$ cat config.mk
export PLATFORM = sky130hd
export DESIGN_NAME = julia_escape_time_top
export DESIGN_NICKNAME = d
export VERILOG_FILES = /design/src/rtl/jet_pkg.sv /design/src/rtl/julia_escape_time_top.sv /design/src/rtl/jet_mul.sv
export SDC_FILE = /design/constraint.sdc
export NUM_CORES = 2
export LEC_CHECK = 0
export ABC_AREA = 1
export BUFFER_PORTS_ARGS = -buffer_cell sky130_fd_sc_hd__buf_2
export CAP_MARGIN = 20
export CORE_MARGIN = 5
export CORE_UTILIZATION = 42
export DETAILED_ROUTE_END_ITERATION = 8
export PLACE_DENSITY = 0.59
export SKIP_CTS_REPAIR_TIMING = 1
export SYNTH_ARGS = -nofsm -noshare
export SYNTH_HDL_FRONTEND = slang
export SYNTH_SLANG_ARGS = --single-unit
$ cat constraint.sdc
create_clock -name i_clk -period 15.84 [get_ports i_clk]
set_input_delay 1.584 -clock i_clk [delete_from_list [all_inputs] [get_ports i_clk]]
set_output_delay 1.584 -clock i_clk [all_outputs]
set_load 0.05 [all_outputs]
$ cat src/rtl/jet_pkg.sv
`timescale 1ns / 1ps
// Shared types and constants for the Julia escape-time block.
// Used by jet_mul and julia_escape_time_top; depends on nothing else.

package jet_pkg;

    // Field and datapath widths.
    localparam int unsigned IN_W      = 32;
    localparam int unsigned Z_W       = 40;
    localparam int unsigned HALF_W    = Z_W / 2;
    localparam int unsigned PROD_W    = 2 * Z_W;
    localparam int unsigned WIDE_W    = PROD_W + 1;
    localparam int unsigned LIMIT_W   = 12;
    localparam int unsigned R2_W      = 36;
    localparam int unsigned CFG_W     = 36;
    localparam int unsigned CFG_IDX_W = 2;

    // Default fraction bits and register reset values.
    localparam int unsigned       FRAC_BITS_DEF = 28;
    localparam logic [LIMIT_W-1:0] LIMIT_RESET  = 12'd100;
    localparam logic [R2_W-1:0]    R2_RESET     = 36'h0_4000_0000;

    // Configuration register indexes.
    typedef enum logic [CFG_IDX_W-1:0] {
        CFG_LIMIT = 2'd0,
        CFG_CRE   = 2'd1,
        CFG_CIM   = 2'd2,
        CFG_R2    = 2'd3
    } t_cfg_idx;

    // Sequencer states.
    typedef enum logic [3:0] {
        ST_IDLE,
        ST_SQX,
        ST_SQY,
        ST_XY,
        ST_DIFF,
        ST_NEW,
        ST_SUM,
        ST_CMP,
        ST_DONE
    } t_state;

    // Request to the shared multiplier.
    typedef struct packed {
        logic                   start;
        logic signed [Z_W-1:0]  a;
        logic signed [Z_W-1:0]  b;
    } t_mul_req;

    // Response from the shared multiplier.
    typedef struct packed {
        logic                     done;
        logic signed [PROD_W-1:0] prod;
    } t_mul_rsp;

endpackage

$ cat src/rtl/julia_escape_time_top.sv
`timescale 1ns / 1ps
// Top level of the Julia escape-time block: sequencer, iteration datapath,
// configuration registers and output register. Depends on jet_pkg and jet_mul.
//
// Usage:
//   Input channel (i_in_valid / o_in_stall) carries one starting point per beat.
//   Output channel (o_out_valid / i_out_stall) returns one result beat per point:
//   escape index, escaped flag and the final z in signed Q12.F.
//   The configuration port writes one register per cycle with i_cfg_we high;
//   write it only while no point is in flight.
//
// Timing:
//   Every product goes through one shared 20x20 multiplier.
//   With the limit at zero no iteration runs and the sequencer goes straight
//   from idle to done, so the start point comes back as the final z.
//   One point is worked on at a time; o_in_stall stays high until the result
//   sits in the output register.
//
// Reset and stall:
//   Synchronous active-low reset clears the sequencer and output valid and
//   restores the register defaults (limit 100, c = 0, bailout 4.0).
//   While the receiver stalls, the result beat holds; a finished point waits
//   in the sequencer until the output register frees up.

module julia_escape_time_top
    import jet_pkg::*;
#(
    parameter int unsigned FRAC_BITS = FRAC_BITS_DEF
) (
    input  logic                      i_clk,
    input  logic                      i_rst_n,
    // Input channel
    input  logic                      i_in_valid,
    output logic                      o_in_stall,
    input  logic signed [IN_W-1:0]    i_start_real,
    input  logic signed [IN_W-1:0]    i_start_imag,
    // Output channel
    output logic                      o_out_valid,
    input  logic                      i_out_stall,
    output logic [LIMIT_W-1:0]        o_escape_index,
    output logic                      o_escaped,
    output logic signed [Z_W-1:0]     o_final_real,
    output logic signed [Z_W-1:0]     o_final_imag,
    // Configuration port
    input  logic                      i_cfg_we,
    input  logic [CFG_IDX_W-1:0]      i_cfg_index,
    input  logic [CFG_W-1:0]          i_cfg_data
);

    // Saturation bounds of z, widened to the intermediate width.
    localparam logic signed [WIDE_W-1:0] SAT_HI =
        {{(WIDE_W-Z_W+1){1'b0}}, {(Z_W-1){1'b1}}};
    localparam logic signed [WIDE_W-1:0] SAT_LO =
        {{(WIDE_W-Z_W+1){1'b1}}, {(Z_W-1){1'b0}}};

    // Configuration registers.
    logic [LIMIT_W-1:0]       r_limit;
    logic signed [IN_W-1:0]   r_cre;
    logic signed [IN_W-1:0]   r_cim;
    logic [R2_W-1:0]          r_r2;

    // Sequencer.
    t_state r_state;
    t_state n_state;
    logic   r_enter;

    // Iteration datapath.
    logic signed [Z_W-1:0]    r_x;
    logic signed [Z_W-1:0]    r_y;
    logic signed [PROD_W-1:0] r_xx;
    logic signed [PROD_W-1:0] r_yy;
    logic signed [PROD_W-1:0] r_xy;
    logic signed [WIDE_W-1:0] r_re_w;
    logic signed [WIDE_W-1:0] r_im_w;
    logic [PROD_W-1:0]        r_mag;
    logic [LIMIT_W-1:0]       r_k;
    logic                     r_fresh;
    logic [LIMIT_W-1:0]       r_idx;
    logic                     r_esc;

    // Output register.
    logic                     r_out_valid;
    logic [LIMIT_W-1:0]       r_o_idx;
    logic                     r_o_esc;
    logic signed [Z_W-1:0]    r_o_re;
    logic signed [Z_W-1:0]    r_o_im;

    // Combinational helpers.
    t_mul_req                 mul_req;
    t_mul_rsp                 mul_rsp;
    logic                     in_accept;
    logic                     load_out;
    logic                     escape_hit;
    logic                     last_iter;
    logic [PROD_W-1:0]        bound;
    logic signed [WIDE_W-1:0] re_sum;
    logic signed [WIDE_W-1:0] im_sum;
    logic signed [Z_W-1:0]    re_sat;
    logic signed [Z_W-1:0]    im_sat;

    jet_mul u_mul (
        .i_clk   (i_clk),
        .i_rst_n (i_rst_n),
        .i_req   (mul_req),
        .o_rsp   (mul_rsp)
    );

    // Configuration writes.
    always_ff @(posedge i_clk) begin
        if (!i_rst_n) begin
            r_limit <= LIMIT_RESET;
            r_cre   <= '0;
            r_cim   <= '0;
            r_r2    <= R2_RESET;
        end else if (i_cfg_we) begin
            unique case (t_cfg_idx'(i_cfg_index))
                CFG_LIMIT: r_limit <= i_cfg_data[LIMIT_W-1:0];
                CFG_CRE:   r_cre   <= $signed(i_cfg_data[IN_W-1:0]);
                CFG_CIM:   r_cim   <= $signed(i_cfg_data[IN_W-1:0]);
                CFG_R2:    r_r2    <= i_cfg_data[R2_W-1:0];
                default:   ;
            endcase
        end
    end

    // Handshake terms and the escape test.
    assign in_accept  = i_in_valid && !o_in_stall;
    assign bound      = PROD_W'(r_r2) << FRAC_BITS;
    assign escape_hit = r_mag > bound;
    assign last_iter  = ({1'b0, r_k} + 1'b1) == {1'b0, r_limit};

    // New z: shift, add c, clamp to the 40-bit range.
    always_comb begin
        re_sum = (r_re_w >>> FRAC_BITS) + WIDE_W'(r_cre);
        im_sum = (r_im_w >>> FRAC_BITS) + WIDE_W'(r_cim);
        if (re_sum > SAT_HI) begin
            re_sat = SAT_HI[Z_W-1:0];
        end else if (re_sum < SAT_LO) begin
            re_sat = SAT_LO[Z_W-1:0];
        end else begin
            re_sat = re_sum[Z_W-1:0];
        end
        if (im_sum > SAT_HI) begin
            im_sat = SAT_HI[Z_W-1:0];
        end else if (im_sum < SAT_LO) begin
            im_sat = SAT_LO[Z_W-1:0];
        end else begin
            im_sat = im_sum[Z_W-1:0];
        end
    end

    // Next state.
    always_comb begin
        n_state = r_state;
        unique case (r_state)
            ST_IDLE: begin
                if (in_accept) begin
                    n_state = (r_limit == '0) ? ST_DONE : ST_SQX;
                end
            end
            ST_SQX: begin
                if (mul_rsp.done) begin
                    n_state = ST_SQY;
                end
            end
            ST_SQY: begin
                if (mul_rsp.done) begin
                    n_state = r_fresh ? ST_XY : ST_SUM;
                end
            end
            ST_XY: begin
                if (mul_rsp.done) begin
                    n_state = ST_DIFF;
                end
            end
            ST_DIFF: n_state = ST_NEW;
            ST_NEW:  n_state = ST_SQX;
            ST_SUM:  n_state = ST_CMP;
            ST_CMP: begin
                n_state = (escape_hit || last_iter) ? ST_DONE : ST_XY;
            end
            ST_DONE: begin
                if (load_out) begin
                    n_state = ST_IDLE;
                end
            end
            default: n_state = ST_IDLE;
        endcase
    end

    // Sequencer outputs: multiplier requests, input stall, output load.
    always_comb begin
        mul_req.start = 1'b0;
        mul_req.a     = r_x;
        mul_req.b     = r_x;
        unique case (r_state)
            ST_SQX: begin
                mul_req.start = r_enter;
            end
            ST_SQY: begin
                mul_req.start = r_enter;
                mul_req.a     = r_y;
                mul_req.b     = r_y;
            end
            ST_XY: begin
                mul_req.start = r_enter;
                mul_req.b     = r_y;
            end
            default: ;
        endcase
        o_in_stall = (r_state != ST_IDLE);
        load_out   = (r_state == ST_DONE) && (!r_out_valid || !i_out_stall);
    end

    // State register and the first-cycle marker that launches a product.
    always_ff @(posedge i_clk) begin
        if (!i_rst_n) begin
            r_state <= ST_IDLE;
            r_enter <= 1'b0;
        end else begin
            r_state <= n_state;
            r_enter <= (n_state != r_state);
        end
    end

    // Iteration datapath, stepped by the sequencer.
    always_ff @(posedge i_clk) begin
        unique case (r_state)
            ST_IDLE: begin
                if (in_accept) begin
                    r_x     <= Z_W'(i_start_real);
                    r_y     <= Z_W'(i_start_imag);
                    r_k     <= '0;
                    r_fresh <= 1'b1;
                    r_idx   <= '0;
                    r_esc   <= 1'b0;
                end
            end
            ST_SQX: begin
                if (mul_rsp.done) begin
                    r_xx <= mul_rsp.prod;
                end
            end
            ST_SQY: begin
                if (mul_rsp.done) begin
                    r_yy <= mul_rsp.prod;
                end
            end
            ST_XY: begin
                if (mul_rsp.done) begin
                    r_xy    <= mul_rsp.prod;
                    r_fresh <= 1'b0;
                end
            end
            ST_DIFF: begin
                r_re_w <= WIDE_W'(r_xx - r_yy);
                r_im_w <= WIDE_W'(r_xy) <<< 1;
            end
            ST_NEW: begin
                r_x <= re_sat;
                r_y <= im_sat;
            end
            ST_SUM: begin
                r_mag <= $unsigned(r_xx) + $unsigned(r_yy);
            end
            ST_CMP: begin
                if (escape_hit) begin
                    r_idx <= r_k;
                    r_esc <= 1'b1;
                end else if (!last_iter) begin
                    r_k <= r_k + 1'b1;
                end
            end
            ST_DONE: ;
            default: ;
        endcase
    end

    // Output register: holds the beat while the receiver stalls.
    always_ff @(posedge i_clk) begin
        if (!i_rst_n) begin
            r_out_valid <= 1'b0;
        end else if (load_out) begin
            r_out_valid <= 1'b1;
        end else if (!i_out_stall) begin
            r_out_valid <= 1'b0;
        end
    end

    always_ff @(posedge i_clk) begin
        if (load_out) begin
            r_o_idx <= r_idx;
            r_o_esc <= r_esc;
            r_o_re  <= r_x;
            r_o_im  <= r_y;
        end
    end

    assign o_out_valid    = r_out_valid;
    assign o_escape_index = r_o_idx;
    assign o_escaped      = r_o_esc;
    assign o_final_real   = r_o_re;
    assign o_final_imag   = r_o_im;

    // A product completes only while the sequencer waits on the multiplier.
    a_mul_done_in_mul_state: assert property (@(posedge i_clk) disable iff (!i_rst_n)
        mul_rsp.done |-> (r_state == ST_SQX || r_state == ST_SQY || r_state == ST_XY))
        else $error("multiplier finished outside a multiply state");

    // An accepted point always leaves the idle state.
    a_accept_leaves_idle: assert property (@(posedge i_clk) disable iff (!i_rst_n)
        in_accept |=> (r_state != ST_IDLE))
        else $error("accepted point did not start work");

    // Loading a result always presents a beat on the next cycle.
    a_load_shows_beat: assert property (@(posedge i_clk) disable iff (!i_rst_n)
        load_out |=> o_out_valid)
        else $error("loaded result not shown on the output");

endmodule

$ cat src/rtl/jet_mul.sv
`timescale 1ns / 1ps
// Shared signed 40x40 multiplier built from one 20x20 unsigned multiplier.
// Depends on jet_pkg for widths and the request/response structs.

module jet_mul
    import jet_pkg::*;
(
    input  logic     i_clk,
    input  logic     i_rst_n,
    input  t_mul_req i_req,
    output t_mul_rsp o_rsp
);

    localparam logic [2:0] LAST_STEP = 3'd4;

    logic              r_busy;
    logic [2:0]        r_step;
    logic              r_done;
    logic [Z_W-1:0]    r_mag_a;
    logic [Z_W-1:0]    r_mag_b;
    logic              r_neg;
    logic [PROD_W-1:0] r_acc;
    logic signed [PROD_W-1:0] r_prod;

    logic [HALF_W-1:0]   a_half;
    logic [HALF_W-1:0]   b_half;
    logic [2*HALF_W-1:0] pp;
    logic [PROD_W-1:0]   pp_sh;
    logic [Z_W-1:0]      mag_a;
    logic [Z_W-1:0]      mag_b;

    // Magnitudes of the operands; the most negative value still fits unsigned.
    assign mag_a = i_req.a[Z_W-1] ? (~i_req.a + 1'b1) : i_req.a;
    assign mag_b = i_req.b[Z_W-1] ? (~i_req.b + 1'b1) : i_req.b;

    // One partial product per step: step bit 1 picks the half of a, bit 0 of b.
    always_comb begin
        a_half = r_step[1] ? r_mag_a[Z_W-1:HALF_W] : r_mag_a[HALF_W-1:0];
        b_half = r_step[0] ? r_mag_b[Z_W-1:HALF_W] : r_mag_b[HALF_W-1:0];
        pp     = a_half * b_half;
        case ({r_step[1], r_step[0]})
            2'b00:   pp_sh = {{(2*HALF_W){1'b0}}, pp};
            2'b11:   pp_sh = {pp, {(2*HALF_W){1'b0}}};
            default: pp_sh = {{HALF_W{1'b0}}, pp, {HALF_W{1'b0}}};
        endcase
    end

    // Control: four accumulate steps, then one step to apply the sign.
    always_ff @(posedge i_clk) begin
        if (!i_rst_n) begin
            r_busy <= 1'b0;
            r_step <= '0;
            r_done <= 1'b0;
        end else begin
            r_done <= 1'b0;
            if (!r_busy && i_req.start) begin
                r_busy <= 1'b1;
                r_step <= '0;
            end else if (r_busy) begin
                if (r_step == LAST_STEP) begin
                    r_busy <= 1'b0;
                    r_done <= 1'b1;
                end else begin
                    r_step <= r_step + 3'd1;
                end
            end
        end
    end

    // Datapath: operand capture, accumulation and sign correction.
    always_ff @(posedge i_clk) begin
        if (!r_busy && i_req.start) begin
            r_mag_a <= mag_a;
            r_mag_b <= mag_b;
            r_neg   <= i_req.a[Z_W-1] ^ i_req.b[Z_W-1];
            r_acc   <= '0;
        end else if (r_busy) begin
            if (r_step == LAST_STEP) begin
                r_prod <= r_neg ? $signed(~r_acc + 1'b1) : $signed(r_acc);
            end else begin
                r_acc <= r_acc + pp_sh;
            end
        end
    end

    assign o_rsp.done = r_done;
    assign o_rsp.prod = r_prod;

endmodule

==> flow_summary.toml <==
[sta]
finalMaxSlewViolations = 0
fmax_ghz = 0.0864
tightestPinTransition_ps = 1330
fin_crit_sh = 0.731
final-hold-violation-count = 0
clock_skew_ps = 74.5
max-slew-margin-rel = 0.101
rsz0062_at_grt = "no"
layout_min_cycle_time_ps = 11570
setup_tns_ps = 0
finalSetupViolCount = 0

[place]
portBuffers = 201
place.gp.congestion = 1.06
hpwl_um = 300000
dp_cells = 13100

[min_path]
worstHoldEndpoint = "r_im_w[61]"
hold_start = "r_xy[60]"
hold_depth = 0
hold_class = "reg -> reg"

[logic_synthesis]
synthCells = 10500
syn_nets = 11500
yosysUniqueCellTypes = 66
synth-edff-count = 759
netlist_area_um2 = 79900
syn-mean-instance-area_um2 = 7.58
yosysWarnings = 0
synthArstFlopShare = 0
ys.flop_type = "edfxtp_1"
synth-seq-cells = 962
yosysSeqAreaShare = 0.336

[clocking]
cts_tree = "done"
numCtsBuffers = 107
cts_sinks = 962
clk_pin_slew_ps = 80
clock_latency_ps = 800
htreeDepth = 3
root_buffer = "clkbuf_16"
cts_buffer_depth = 3

[critical_path]
ff2ff_setup_slack_ps = 4270
reg2reg_from = "u_mul.r_step[0]"
cpMostUsedCell = "inv_1"
reg2reg_depth = 38
worstSetupPathType = "reg -> reg"
worstPathArrival_ps = 12230
end_kind = "flip-flop"
worstSetupStartpointType = "flip-flop"
rr_endpoint = "u_mul.r_acc[71]"
worstPathMaxFanout = 22
cp_slowest_cell = "clkinv_1"
cp.required_ps = 16490
slowest_delay_ps = 820

[drt]
vias_per_cell = 5.57
first_pass_iters = 7
drc = 0
wl_per_cell_um = 26.7
via_count = 74300
drt_iter0_drc = 8090
wl_um = 356000
ant_nets = 0

[global_route]
grt_pass1_vias = 70600
grt_usage = 0.348
grt_overflow_total = 0
antenna_found_initial = 24
grt_max_degree = 82
grt_first_pass_wirelength_um = 501000

[status]
outcome = "completed"

[cells_and_area]
area_delta_synth_final_pct = 9.88
area.sequential_um2 = 26900
fillers = 19200
finalNetCount = 11700
fin_cells = 13300
final_common_cell = "nand2_1"
final_cell_mix = "nand2_1, inv_1, nor2_1"
final_layout_size_suffix_gt1_frac = 0.0584
multiInputGateArea_um2 = 44800

[floorplan]
die_w_um = 446
ios = 202
initial_core_util = 0.421
die_h_um = 446
row_count = 160
core_um2 = 190000
die_area_um2 = 199000

[run]
cap_violations = 0
[metrics by stage]
step / cell area [um2] / hold WS [ps] / setup slack (ps) / util
after global routing: 87800 / 363 / 3800 / 0.463
after detailed placement: 83900 / 405 / 4620 / 0.442
final: 87800 / 352 / 4270 / 0.463
after floorplan: 79900 / 400 / 6430 / -
after CTS: 87700 / 354 / 4530 / 0.462
after global placement: 83800 / 401 / 4460 / 0.442
[cell families after synthesis]
logic type | Yosys count | synth area share
compound gates | 1787 | 0.126
xor+xnor | 433 | 0.0476
fa+ha+maj | 862 | 0.165
buf+inv | 2202 | 0.105
flops | 962 | 0.336
mux | 3 | 0.000376
simple gates | 4298 | 0.219
[registers in the layout, summed over array words and instances (netlist names), 36 cells and up]
| signal | flops |
|---|---|
| r_mag | 80 |
| r_xx | 80 |
| r_yy | 80 |
| u_mul.r_acc | 80 |
| u_mul.r_prod | 80 |
| r_im_w | 53 |
| r_re_w | 53 |
| r_xy | 53 |
| o_final_imag | 40 |
| o_final_real | 40 |
| r_x | 40 |
| r_y | 40 |
| u_mul.r_mag_a | 40 |
| u_mul.r_mag_b | 40 |
| r_r2 | 36 |
[synthesized netlist by cell type (13+ instances only)]
cell	number	area share
nand3_1	301	0.019
nor2_1	1542	0.072
o21ai_0	537	0.034
xnor2_1	86	0.0094
nand2_1	2032	0.095
o211ai_1	61	0.0057
nor4_1	50	0.0039
nand4_1	121	0.0095
ha_1	538	0.084
and3_1	18	0.0014
inv_1	1953	0.092
o21ai_1	52	0.0033
o21bai_1	76	0.0071
o22ai_1	63	0.0049
nor3_1	114	0.0071
a31oi_1	44	0.0034
a21o_1	39	0.0037
clkbuf_1	181	0.0085
nor2_2	16	0.0013
edfxtp_1	759	0.29
fa_1	324	0.081
xor2_1	346	0.038
or2_2	50	0.0039
o21a_1	47	0.0044
a21oi_1	750	0.047
a21boi_0	26	0.0024
dfxtp_1	203	0.051
clkinv_1	13	0.00061
nand3b_1	13	0.0012
buf_2	19	0.0012
[metal layers]
layer	vias to the layer above	share of wire	GRT usage
li1	34300	-	-
met1	35900	0.45	0.505
met2	3552	0.42	0.516
met3	494	0.091	0.0680
met4	18	0.040	0.122
met5	-	0.00087	0.00708
[worst max-delay path, delay by kind of cell (launching register included)]
kind            cells  cell delay (ps)
flops               1              310
fa+ha+maj           9             4100
compound gates      7             2110
simple gates       12             3260
buf+inv            10             1630
[worst max-delay path by stage]
| stage | cells past startpoint | start | end |
|---|---|---|---|
| after CTS | 38 | u_mul.r_step[0] | u_mul.r_acc[71] |
| after floorplan | 9 | r_state[1] | r_enter |
| after global placement | 38 | u_mul.r_step[0] | u_mul.r_acc[71] |
| final | 38 | u_mul.r_step[0] | u_mul.r_acc[71] |
| after detailed placement | 38 | u_mul.r_step[0] | u_mul.r_acc[71] |
| after global routing | 38 | u_mul.r_step[0] | u_mul.r_acc[71] |
[final cells by class]
class / count / area share
multi-input cells: 7383 / 0.510
flip-flops and latches: 962 / 0.306
inverters: 1978 / 0.0846
well taps: 2511 / 0.0358
clock buffers: 126 / 0.0318
repair buffers: 294 / 0.0195
clock inverters: 76 / 0.0123
diodes: 8 / 0.000228
Power is left out: the tool's default activity adds up to more than one toggle a clock period on the data nets, which glitch-free logic cannot reach.
